File: src/rtl/rif_pkg.sv
`default_nettype none
// RTP/RTCP ingress filter: shared types, constants and helpers.
// No dependencies; used by every module of the filter.

package rif_pkg;

  localparam int CFG_IDX_W  = 3;
  localparam int CFG_DATA_W = 64;

  typedef enum logic [CFG_IDX_W-1:0] {
    CFG_LINK_CONNECTED = 3'd0,
    CFG_PEER_IS_V6     = 3'd1,
    CFG_PEER_IP_HIGH   = 3'd2,
    CFG_PEER_IP_LOW    = 3'd3,
    CFG_RTP_PEER_PORT  = 3'd4,
    CFG_RTCP_PEER_PORT = 3'd5,
    CFG_LEARN_PORTS    = 3'd6
  } cfg_reg_e;

  typedef enum logic [1:0] {
    VERDICT_ACCEPT = 2'd0,
    VERDICT_DROP   = 2'd1,
    VERDICT_CLOSED = 2'd2
  } verdict_e;

  localparam logic [7:0]  RTCP_PT_MIN   = 8'd192;
  localparam logic [7:0]  RTCP_PT_MAX   = 8'd223;
  localparam logic [7:0]  HDR_CC_MASK   = 8'h0F;
  localparam logic [7:0]  HDR_X_FLAG    = 8'h10;
  localparam logic [7:0]  HDR_P_FLAG    = 8'h20;
  localparam logic [6:0]  RTP_FIXED_HDR = 7'd12;
  localparam logic [1:0]  RTP_VERSION   = 2'd2;
  localparam logic [15:0] COUNT_MAX     = 16'hFFFF;
  localparam logic [17:0] HDR_MAX_END   = 18'h3FFFF;

  typedef struct packed {
    logic [7:0] data_byte;
    logic       first_byte;
    logic       last_byte;
    logic       is_rtcp;
  } byte_item_t;

  typedef struct packed {
    logic        is_v6;
    logic [63:0] ip_high;
    logic [63:0] ip_low;
    logic [15:0] port;
  } source_t;

  typedef struct packed {
    logic        pkt_ok;
    logic [15:0] size;
  } parse_res_t;

  typedef struct packed {
    logic                  wr_en;
    logic [CFG_IDX_W-1:0]  index;
    logic [CFG_DATA_W-1:0] wdata;
  } cfg_wr_t;

  function automatic logic [17:0] sat_end(input logic [18:0] v);
    return v[18] ? HDR_MAX_END : v[17:0];
  endfunction

endpackage

`default_nettype wire

File: src/rtl/rif_parse.sv
`default_nettype none
// RTP/RTCP ingress filter: per-byte header parser and length checks.
// Depends on rif_pkg.

module rif_parse (
  input  wire logic                clk,
  input  wire logic                rst_n,
  input  wire logic                fire,
  input  wire rif_pkg::byte_item_t item,
  output rif_pkg::parse_res_t      res
);

  logic [15:0] byte_offset_r, byte_offset_nxt;
  logic [7:0]  hb0_r, hb0_nxt;
  logic [7:0]  hb1_r, hb1_nxt;
  logic [17:0] heo_r, heo_nxt;
  logic [7:0]  ext_hi_r, ext_hi_nxt;
  logic [7:0]  rtcp_hi_r, rtcp_hi_nxt;
  logic        malformed_r, malformed_nxt;

  logic [15:0] idx;
  logic [15:0] cnt;
  logic [3:0]  cc_cur, cc_new;
  logic [6:0]  hdr_cur, hdr_new;
  logic [16:0] rtcp_sum;
  logic [18:0] rtcp_end;
  logic [18:0] ext_end;
  logic [17:0] size_ext;
  logic [17:0] pad_room;
  logic        len_ok;
  logic        role_ok;

  always_comb begin
    idx      = item.first_byte ? 16'd0 : byte_offset_r;
    cnt      = (idx == rif_pkg::COUNT_MAX) ? rif_pkg::COUNT_MAX : idx + 16'd1;
    cc_cur   = 4'(hb0_r & rif_pkg::HDR_CC_MASK);
    cc_new   = 4'(item.data_byte & rif_pkg::HDR_CC_MASK);
    hdr_cur  = rif_pkg::RTP_FIXED_HDR + {1'b0, cc_cur, 2'b00};
    hdr_new  = rif_pkg::RTP_FIXED_HDR + {1'b0, cc_new, 2'b00};
    rtcp_sum = {1'b0, rtcp_hi_r, item.data_byte} + 17'd1;
    rtcp_end = {rtcp_sum, 2'b00};
    ext_end  = {1'b0, ext_hi_r, item.data_byte, 2'b00} + {12'd0, hdr_cur} + 19'd4;

    byte_offset_nxt = item.last_byte ? 16'd0 : cnt;
    hb0_nxt         = hb0_r;
    hb1_nxt         = hb1_r;
    heo_nxt         = heo_r;
    ext_hi_nxt      = ext_hi_r;
    rtcp_hi_nxt     = rtcp_hi_r;
    malformed_nxt   = malformed_r;

    if (idx == 16'd0) begin
      hb0_nxt       = item.data_byte;
      malformed_nxt = item.data_byte[7:6] != rif_pkg::RTP_VERSION;
      heo_nxt       = {11'd0, hdr_new} +
                      (((item.data_byte & rif_pkg::HDR_X_FLAG) != 8'd0) ? 18'd4 : 18'd0);
    end else if (idx == 16'd1) begin
      hb1_nxt = item.data_byte;
    end else if (idx == 16'd2) begin
      rtcp_hi_nxt = item.data_byte;
    end else if (idx == 16'd3 && item.is_rtcp) begin
      heo_nxt = rif_pkg::sat_end(rtcp_end);
    end

    if (idx >= 16'd4 && !item.is_rtcp && ((hb0_r & rif_pkg::HDR_X_FLAG) != 8'd0)) begin
      if (idx == {9'd0, hdr_cur} + 16'd2) begin
        ext_hi_nxt = item.data_byte;
      end else if (idx == {9'd0, hdr_cur} + 16'd3) begin
        heo_nxt = rif_pkg::sat_end(ext_end);
      end
    end

    // verdict sees the state as updated by this byte
    size_ext = {2'b00, cnt};
    pad_room = size_ext - heo_nxt;
    len_ok   = !malformed_nxt && cnt >= 16'd4 && heo_nxt <= size_ext;
    if (item.is_rtcp) begin
      role_ok = hb1_nxt >= rif_pkg::RTCP_PT_MIN && hb1_nxt <= rif_pkg::RTCP_PT_MAX;
    end else if ((hb0_nxt & rif_pkg::HDR_P_FLAG) != 8'd0) begin
      role_ok = item.data_byte != 8'd0 && {10'd0, item.data_byte} <= pad_room;
    end else begin
      role_ok = 1'b1;
    end
    res.pkt_ok = len_ok && role_ok;
    res.size   = cnt;
  end

  always_ff @(posedge clk) begin
    if (!rst_n) begin
      byte_offset_r <= '0;
      hb0_r         <= '0;
      hb1_r         <= '0;
      heo_r         <= '0;
      ext_hi_r      <= '0;
      rtcp_hi_r     <= '0;
      malformed_r   <= 1'b0;
    end else if (fire) begin
      byte_offset_r <= byte_offset_nxt;
      hb0_r         <= hb0_nxt;
      hb1_r         <= hb1_nxt;
      heo_r         <= heo_nxt;
      ext_hi_r      <= ext_hi_nxt;
      rtcp_hi_r     <= rtcp_hi_nxt;
      malformed_r   <= malformed_nxt;
    end
  end

endmodule

`default_nettype wire

File: src/rtl/rif_peer.sv
`default_nettype none
// RTP/RTCP ingress filter: peer configuration, source match and port learning.
// Depends on rif_pkg.

module rif_peer (
  input  wire logic             clk,
  input  wire logic             rst_n,
  input  wire rif_pkg::cfg_wr_t cfg,
  input  wire logic             fire_last,
  input  wire logic             pkt_ok,
  input  wire logic             is_rtcp,
  input  wire rif_pkg::source_t src,
  output rif_pkg::verdict_e     verdict,
  output logic                  learned
);

  logic        link_r;
  logic        peer_v6_r;
  logic [63:0] peer_hi_r;
  logic [63:0] peer_lo_r;
  logic [15:0] pinned_r [2];
  logic        confirmed_r [2];

  logic host;
  logic learn;
  logic port_ok;

  always_comb begin
    if (src.is_v6 != peer_v6_r) begin
      host = 1'b0;
    end else if (src.is_v6) begin
      host = src.ip_high == peer_hi_r && src.ip_low == peer_lo_r;
    end else begin
      host = src.ip_low[31:0] == peer_lo_r[31:0];
    end
    learn   = pkt_ok && link_r && !confirmed_r[is_rtcp] && host;
    learned = learn;
    port_ok = learn || (pinned_r[is_rtcp] == src.port);
    if (!pkt_ok) begin
      verdict = rif_pkg::VERDICT_DROP;
    end else if (!link_r) begin
      verdict = rif_pkg::VERDICT_CLOSED;
    end else if (host && port_ok) begin
      verdict = rif_pkg::VERDICT_ACCEPT;
    end else begin
      verdict = rif_pkg::VERDICT_DROP;
    end
  end

  always_ff @(posedge clk) begin
    if (!rst_n) begin
      link_r         <= 1'b0;
      peer_v6_r      <= 1'b0;
      peer_hi_r      <= '0;
      peer_lo_r      <= '0;
      pinned_r[0]    <= '0;
      pinned_r[1]    <= '0;
      confirmed_r[0] <= 1'b0;
      confirmed_r[1] <= 1'b0;
    end else if (cfg.wr_en) begin
      unique case (cfg.index)
        rif_pkg::CFG_LINK_CONNECTED: link_r    <= cfg.wdata[0];
        rif_pkg::CFG_PEER_IS_V6:     peer_v6_r <= cfg.wdata[0];
        rif_pkg::CFG_PEER_IP_HIGH:   peer_hi_r <= cfg.wdata;
        rif_pkg::CFG_PEER_IP_LOW:    peer_lo_r <= cfg.wdata;
        rif_pkg::CFG_RTP_PEER_PORT:  pinned_r[0] <= cfg.wdata[15:0];
        rif_pkg::CFG_RTCP_PEER_PORT: pinned_r[1] <= cfg.wdata[15:0];
        rif_pkg::CFG_LEARN_PORTS: begin
          confirmed_r[0] <= !cfg.wdata[0];
          confirmed_r[1] <= !cfg.wdata[0];
        end
        default: ;
      endcase
    end else if (fire_last && learn) begin
      pinned_r[is_rtcp]    <= src.port;
      confirmed_r[is_rtcp] <= 1'b1;
    end
  end

endmodule

`default_nettype wire

File: src/rtl/rtp_rtcp_ingress_filter_core.sv
`default_nettype none
// RTP/RTCP ingress filter top level: input register, parser, peer check and
// result register. Depends on rif_pkg, rif_parse and rif_peer.
//
//   channel | ports                               | handshake
//   --------+-------------------------------------+------------------------
//   input   | in_data_byte .. in_source_port      | in_valid / in_stall
//   result  | out_verdict .. out_packet_length    | out_valid / out_stall
//   config  | cfg_wr_en, cfg_index, cfg_wdata     | write on cfg_wr_en
//
// One byte per cycle while in_stall is low; a last byte goes through the
// input register, then the parse/check logic, into the result register.
// in_stall rises only when a last byte waits on a full, stalled result reg.
// Synchronous active-low reset clears parse state, pinned ports and config.

module rtp_rtcp_ingress_filter_core (
  input  wire logic        clk,
  input  wire logic        rst_n,

  input  wire logic        in_valid,
  output logic             in_stall,
  input  wire logic [7:0]  in_data_byte,
  input  wire logic        in_first_byte,
  input  wire logic        in_last_byte,
  input  wire logic        in_is_rtcp,
  input  wire logic        in_source_is_v6,
  input  wire logic [63:0] in_source_ip_high,
  input  wire logic [63:0] in_source_ip_low,
  input  wire logic [15:0] in_source_port,

  output logic             out_valid,
  input  wire logic        out_stall,
  output logic [1:0]       out_verdict,
  output logic             out_port_learned,
  output logic [15:0]      out_packet_length,

  input  wire logic                          cfg_wr_en,
  input  wire logic [rif_pkg::CFG_IDX_W-1:0]  cfg_index,
  input  wire logic [rif_pkg::CFG_DATA_W-1:0] cfg_wdata
);

  rif_pkg::byte_item_t in_item_r;
  rif_pkg::source_t    in_src_r;
  logic                in_vld_r, in_vld_nxt;

  logic                out_vld_r, out_vld_nxt;
  rif_pkg::verdict_e   out_verdict_r;
  logic                out_learned_r;
  logic [15:0]         out_len_r;

  logic                out_free;
  logic                proceed;
  logic                fire_last;
  logic                in_take;

  rif_pkg::parse_res_t parse_res;
  rif_pkg::verdict_e   verdict;
  logic                learned;
  rif_pkg::cfg_wr_t    cfg;

  always_comb begin
    out_free    = !out_vld_r || !out_stall;
    proceed     = in_vld_r && (!in_item_r.last_byte || out_free);
    fire_last   = proceed && in_item_r.last_byte;
    in_stall    = in_vld_r && !proceed;
    in_take     = in_valid && !in_stall;
    in_vld_nxt  = in_take || (in_vld_r && !proceed);
    out_vld_nxt = fire_last || (out_vld_r && out_stall);
    cfg.wr_en   = cfg_wr_en;
    cfg.index   = cfg_index;
    cfg.wdata   = cfg_wdata;
  end

  always_ff @(posedge clk) begin
    if (!rst_n) begin
      in_vld_r  <= 1'b0;
      out_vld_r <= 1'b0;
    end else begin
      in_vld_r  <= in_vld_nxt;
      out_vld_r <= out_vld_nxt;
    end
  end

  always_ff @(posedge clk) begin
    if (in_take) begin
      in_item_r.data_byte  <= in_data_byte;
      in_item_r.first_byte <= in_first_byte;
      in_item_r.last_byte  <= in_last_byte;
      in_item_r.is_rtcp    <= in_is_rtcp;
      in_src_r.is_v6       <= in_source_is_v6;
      in_src_r.ip_high     <= in_source_ip_high;
      in_src_r.ip_low      <= in_source_ip_low;
      in_src_r.port        <= in_source_port;
    end
    if (fire_last) begin
      out_verdict_r <= verdict;
      out_learned_r <= learned;
      out_len_r     <= parse_res.size;
    end
  end

  rif_parse u_parse (
    .clk   (clk),
    .rst_n (rst_n),
    .fire  (proceed),
    .item  (in_item_r),
    .res   (parse_res)
  );

  rif_peer u_peer (
    .clk       (clk),
    .rst_n     (rst_n),
    .cfg       (cfg),
    .fire_last (fire_last),
    .pkt_ok    (parse_res.pkt_ok),
    .is_rtcp   (in_item_r.is_rtcp),
    .src       (in_src_r),
    .verdict   (verdict),
    .learned   (learned)
  );

  assign out_valid         = out_vld_r;
  assign out_verdict       = out_verdict_r;
  assign out_port_learned  = out_learned_r;
  assign out_packet_length = out_len_r;

  a_stall_only_on_full_result: assert property (@(posedge clk) disable iff (!rst_n)
    in_stall |-> (in_vld_r && in_item_r.last_byte && out_vld_r && out_stall))
    else $error("input stalled without a blocked result");

  a_last_gives_result: assert property (@(posedge clk) disable iff (!rst_n)
    fire_last |=> out_vld_r)
    else $error("last byte processed but no result held");

  a_learn_means_accept: assert property (@(posedge clk) disable iff (!rst_n)
    (out_vld_r && out_port_learned) |-> (out_verdict == rif_pkg::VERDICT_ACCEPT))
    else $error("port learned on a packet that was not accepted");

  a_length_nonzero: assert property (@(posedge clk) disable iff (!rst_n)
    out_vld_r |-> (out_packet_length != 16'd0))
    else $error("result with zero packet length");

endmodule

`default_nettype wire
File: config.mk
export PLATFORM = sky130hd
export DESIGN_NAME = rtp_rtcp_ingress_filter_core
export DESIGN_NICKNAME = d
export VERILOG_FILES = /design/src/rtl/rif_pkg.sv /design/src/rtl/rif_parse.sv /design/src/rtl/rif_peer.sv /design/src/rtl/rtp_rtcp_ingress_filter_core.sv
export SDC_FILE = /design/constraint.sdc
export NUM_CORES = 1
export LEC_CHECK = 0
export BUFFER_PORTS_ARGS = -buffer_cell sky130_fd_sc_hd__buf_2
export CORE_AREA = 2 2 185 187
export DETAILED_ROUTE_END_ITERATION = 8
export DIE_AREA = 0 0 187 189
export HOLD_SLACK_MARGIN = 0.1
export PLACE_DENSITY = 0.79
export SYNTH_ARGS = -nofsm -noshare
export SYNTH_HDL_FRONTEND = slang
export SYNTH_SLANG_ARGS = --single-unit
File: constraint.sdc
create_clock -name clk -period 10 [get_ports clk]
set_input_delay 0.5 -clock clk [delete_from_list [all_inputs] [get_ports clk]]
set_output_delay 0.5 -clock clk [all_outputs]
set_load 0.02 [all_outputs]
# Yosys cells after proc, flatten, opt, wreduce, memory -nomap -nowiden
# Memory sizes are Yosys's and may differ from the RTL's. A register that Yosys moved wholly into a read port is not among the register bits.
# Cells that the tools add are included.
dict set report word_totals {
  input_bits 228
  latch_bits 0
  mem_bits_rw 34
  reg_bits 372
  rom_bits 0
  memories 2
  out_inout_bits 21
  wordCells 164
}
# name words width read_ports rd_ports_with_merged_regs wr line
set mem_list {}
lappend mem_list {u_peer.pinned_r 2 16 1 1 2 rif_peer.sv:21} ;# logic [15:0] pinned_r [2];
lappend mem_list {u_peer.confirmed_r 2 1 1 1 2 rif_peer.sv:22} ;# logic confirmed_r [2];
dict set report classes {
  shift 0
  reduce_logical 45
  div_mod_pow 0
  add_sub_neg 10
  muxes 52
  mul 0
  n_eq_ne 18
  bitwise_logic 6
  order_cmp 6
}
# cell count
set op_table {}
lappend op_table {{$mux 18} 9}
lappend op_table {{$eq 64x64->1} 2}
lappend op_table {{$mux 16} 6}
lappend op_table {{$eq 16x16->1} 3}
lappend op_table {{$eq 16x2->1 const B} 2}
lappend op_table {{$eq 32x32->1} 1}
lappend op_table {{$ge 16x3->1 const B} 2}
lappend op_table {{$mux 1} 32}
lappend op_table {{$add 18x7->19} 1}
lappend op_table {{$add 19x3->19 const B} 1}
lappend op_table {{$logic_and 1x1->1} 19}
lappend op_table {{$add 7x18->18} 1}
lappend op_table {{$le 18x16->1} 1}
lappend op_table {{$le 8x18->1} 1}
lappend op_table {{$sub 16x18->18} 1}
lappend op_table {{$add 16x1->17 const B} 1}
lappend op_table {{$add 16x1->16 const B} 1}
lappend op_table {{$add 7x2->8 const B} 2}
lappend op_table {{$eq 16x1->1 const B} 1}
lappend op_table {{$eq 16x16->1 const B} 1}
lappend op_table {{$logic_not 16->1} 1}
lappend op_table {{$mux 8} 2}
lappend op_table {{$reduce_or 16->1} 1}
lappend op_table {{$add 4x6->7 const A} 2}
lappend op_table {{20 further kinds} 43}

# Longest topological paths before layout
dict set report logic_depth {
  depth_word 26
  depth_mapped 33
  ltp_nobuf 29
}

# Modules after synthesis
# Synthesis repeated with hierarchy kept, for this count alone.
dict set report hier_totals {
  cells_unflattened 1900
  hier_area_um2 19317.3
}
# mod seq_area_each_um2 area_each_um2 cells_each instances
set by_module_without_submodules {}
lappend by_module_without_submodules {rif_peer 3603.5 8239.2 957 1}
lappend by_module_without_submodules {rif_parse 1201.2 5728.0 757 1}
lappend by_module_without_submodules {rtp_rtcp_ingress_filter_core 5295.1 5350.1 186 1}

# Least setup slack after synthesis
# No wires, ideal clock.
dict set report synth_timing {
  kind {input port to flip-flop}
  startpoint {input out_stall}
  endpoint {register, netlist name in_item_r[0]}
  slack_ns 1.674
  t_arrival_ns 7.635
  cell_stages 3
  setup_ns 0.692
  path_buffers 0
  required_ns 9.308
  cell_sequence {nand3_1 -> nor2_1 -> nor2b_1}
}
dict set report synth_between {
  elab_chain_cells 8
}
# element line
set synth_rtl {}
lappend synth_rtl {{start: declaration} rtp_rtcp_ingress_filter_core.sv:32} ;# input wire logic out_stall,
lappend synth_rtl {{$logic_not 1->1} rtp_rtcp_ingress_filter_core.sv:62} ;# out_free = !out_vld_r || !out_stall;
lappend synth_rtl {{$logic_or 1x1->1} rtp_rtcp_ingress_filter_core.sv:62}
lappend synth_rtl {{$logic_or 1x1->1} rtp_rtcp_ingress_filter_core.sv:63} ;# proceed = in_vld_r && (!in_item_r.last_byte || out_free);
lappend synth_rtl {{$logic_and 1x1->1} rtp_rtcp_ingress_filter_core.sv:63}
lappend synth_rtl {{$logic_not 1->1} rtp_rtcp_ingress_filter_core.sv:65} ;# in_stall = in_vld_r && !proceed;
lappend synth_rtl {{$logic_and 1x1->1} rtp_rtcp_ingress_filter_core.sv:65}
lappend synth_rtl {{named net in_stall} rtp_rtcp_ingress_filter_core.sv:21} ;# output logic in_stall,
lappend synth_rtl {{$logic_not 1->1} rtp_rtcp_ingress_filter_core.sv:66} ;# in_take = in_valid && !in_stall;
lappend synth_rtl {{$logic_and 1x1->1} rtp_rtcp_ingress_filter_core.sv:66}
lappend synth_rtl {{named net in_take} rtp_rtcp_ingress_filter_core.sv:54} ;# logic in_take;
# The timed path passes the listed nets, and every way through them passes these cells.
# A chain may end at the register's enable or synchronous reset.

==> impl_results.md <==
* Register area at 10100 sq um
* Crit Path Max Fanout at 39
* Port Buffer Count at approximately 250
* Hold Crit Class: input pin to flip-flop
* R2R Path End: u_peer.pinned_r[0][2]$_DFFE_PP_
* Slew Limit Fails at 0
* CTS tree: yes
* Final setup vio count at 0
* Final hold vios at 0
* Yosys top cell by area: edfxtp_1
* Nets@finish at around 2500
* Seq cells post-synth at about 400
* Dpl hpwl at 38000 um
* Launching element type of the critical path: flip-flop
* Syn avg cell area at between 9 and 10 sq um
* Inst Count DP at between 2000 and 3000
* Hold path start: in_source_ip_low[52]
* Tcrit/Tclk final at 74.0%
* Die W at about 190 um
* Library cells used by synthesis at 87
* Die area at ~35000 sq um
* EDFF count, synth at about 210
* VDD IR max at between 150 and 200 uV
* 1st-pass router iterations at 6
* Setup TNS at 0 ns
* Slew headroom at 16.1%
* Seq/Total Area, Yosys at about 53%
* Status: finished clean
* ANT nets after route at 0
* Required @ worst endpoint at a little over 10 ns
* Critical path endpoint category: flip-flop
* Worst hold path depth at 1
* Die Ht at 189 um
* Initial antenna violation count at 9
* Post-synthesis cell count at approximately 1900
* Crit. Startpoint: in_item_r[2]$_DFFE_PP_
* Clock Pin Slew Worst Setup and Hold Paths at roughly 0.06 ns
* Yosys Warn Count at 0
* Tot GR Track Use at between 30% and 40%
* Initial Util at between 50% and 60%
* Area of the multi-input gates at between 8000 and 9000 sq um
* Synth top area share at around 33%
* Grt total ovfl at 0
* RSZ-0062 raised after global routing: false
* Final WL at a little under 60000 um
* # hold bufs at CTS at about 110
* First-pass GRT wire length at ~90000 um
* Top_reg_cell synth: edfxtp_1
* Post-DR vias/cell at 5.99
* Largest net degree at the start of global routing at 99
* Max Cap Violations at 0
* Share of cells above drive strength 1 at 16.3%
* Syn nets at 2190
* Non-filler cells in the finished layout at around 2700
* Post-route DRC at 0
* Iteration-0 DRC Markers at about 1700
* Fill cells at between 2000 and 2500
* GPL Wtd Cong at 0.945
* Vias at 16408
* Core area at about 33000 sq um
* Ports at 249
* Mapped Area at roughly 19000 sq um
* RR Startpoint: in_item_r[2]$_DFFE_PP_
* Vias in the first global route at 15972
* Post-CTS Setup Inserts at 0
* Period minus WS final at 7.40 ns
* Cell Rows at between 60 and 70
* Reg2Reg Setup Slack at about 2.6 ns
* Clk_lat worst skew at 0.57 ns
* Sink Count at ~400
* Highest Clock Rate at roughly 140 MHz
* R2R depth at 26
* Hold EP: in_src_r[68]$_DFFE_PP_
* DP Worst Slack at approximately 2.7 ns
* Htree depth at 2
* Final Total Pwr at around 3.7 mW
* Avg WL per Cell at approximately 22 um
* Post-route setup slack at roughly 2.6 ns
* Layout Skew at around 0.027 ns
* Critical path arrival at 7.67 ns
* TritonCTS buffer count at 42
* Cts repair resizes at 0
* Top cells by area, synth: edfxtp_1 33%, dfxtp_1 20%, nand2_1 7.1%
* Layout area overhead at 21.7%
* Slew @ Worst Pin at around 1.3 ns
* Worst Path Class, Setup: flip-flop to flip-flop
* Clock root buffer: clkbuf_16
* PD cells at 161 nW/um^2
* Async SR Flop Fraction at 0%
* Most frequent cell after synthesis: nand2_1
* CTS max path bufs at 3
* Reported leakage power at 8.86 nW
* Most instantiated cells after synthesis: 360 x nand2_1, 207 x edfxtp_1, 195 x dfxtp_1
-- critical path, stage by stage (launching register included) --
cell	delay, ns
edfxtp_1	0.36
buf_4	0.26
nor2b_1	0.30
ha_1	0.44
nand4_2	0.20
or3b_1	0.50
nor3_2	0.41
nand4_1	0.65
nand2b_1	0.40
ha_1	0.29
nor2b_1	0.15
o31a_1	0.26
o21ai_0	0.17
nand2b_1	0.10
a21o_1	0.18
a21oi_1	0.16
xor2_1	0.09
ha_1	0.21
or4_1	0.48
a21oi_1	0.15
o21ai_0	0.12
nand4_1	0.14
a2111oi_2	0.06
nand4_1	0.17
nand4_4	0.31
o311ai_2	0.20
buf_4	0.31
-- layout by cell type (no fill, tap or decap), types with 31 or more instances in the layout --
master           n
xor2_1          77
clkbuf_16       43
dlygate4sd3_1  119
nand4_1         36
o21ai_0         57
mux2i_1         40
a21oi_1        178
buf_2          248
ha_1            44
inv_1           71
edfxtp_1       207
nor4_1          31
nor2_1         112
dfxtp_1        195
nand2_1        359
xnor2_1         80
-- registers in the layout (all words and copies together) (netlist names), named ones only --
signal / cells
in_src_r: 145
u_peer.peer_hi_r: 64
u_peer.peer_lo_r: 64
u_peer.pinned_r: 32
u_parse.heo_r: 18
out_packet_length: 16
u_parse.byte_offset_r: 16
in_item_r: 11
u_parse.ext_hi_r: 8
u_parse.rtcp_hi_r: 8
u_parse.hb0_r: 6
u_parse.hb1_r: 3
out_verdict: 2
u_peer.confirmed_r: 2
in_vld_r: 1
out_port_learned: 1
out_valid: 1
u_parse.malformed_r: 1
u_peer.link_r: 1
u_peer.peer_v6_r: 1
-- logic make-up after synthesis --
family	after synthesis	synth area share, %
buffers and inverters	171	3.56
adder cells (fa/ha/maj)	47	3.20
flip-flops	402	53.0
AO/OA/AOI/OAI	397	13.7
XOR/XNOR	158	7.32
multiplexers	42	2.21
AND/OR/NAND/NOR	698	17.1
-- layer usage --
layer | track usage, % | part of all wire (%)
met5 | 0 | 0.015
met4 | 15.6 | 4.9
met3 | 4.56 | 8.8
met2 | 55.6 | 48
met1 | 41.7 | 38
-- through the flow --
stage                     hold WS (ns)  utilization [%]  cell area (sq um)
after floorplan                  0.436                -              19100
after global placement           0.443             62.1              20700
after detailed placement         0.447             62.1              20700
after CTS                        0.100             69.6              23200
after global routing            0.0893             69.8              23200
final                            0.104             69.8              23200
-- cell type report --
type	instances	area share, %
Sequential cell	402	43.6
Clock inverter	16	0.630
Timing Repair Buffer	385	11.0
Tap cell	448	2.41
Antenna cell	9	0.0969
Inverter	73	1.20
Clock buffer	62	5.20
Multi-Input combinational cell	1342	35.9
-- power by group --
group	total (mW)	leakage (nW)	internal, mW	switching (mW)
combinational	0.347	4.60	0.151	0.197
clock	1.55	0.653	0.871	0.677
sequential	1.84	3.61	1.80	0.0411
-- worst max path at each step --
| stage | end | cells past startpoint | slack [ns] |
|---|---|---|---|
| after floorplan | in_item_r[0]$_DFFE_PP_ | 3 | 1.67 |
| after global placement | u_peer.pinned_r[0][8]$_DFFE_PP_ | 26 | 3.00 |
| after detailed placement | u_peer.pinned_r[0][3]$_DFFE_PP_ | 26 | 2.72 |
| after CTS | u_peer.pinned_r[0][3]$_DFFE_PP_ | 26 | 2.71 |
| after global routing | u_peer.pinned_r[0][2]$_DFFE_PP_ | 26 | 2.06 |
| final | u_peer.pinned_r[0][2]$_DFFE_PP_ | 26 | 2.60 |
Power figures use the tool's default switching activity.
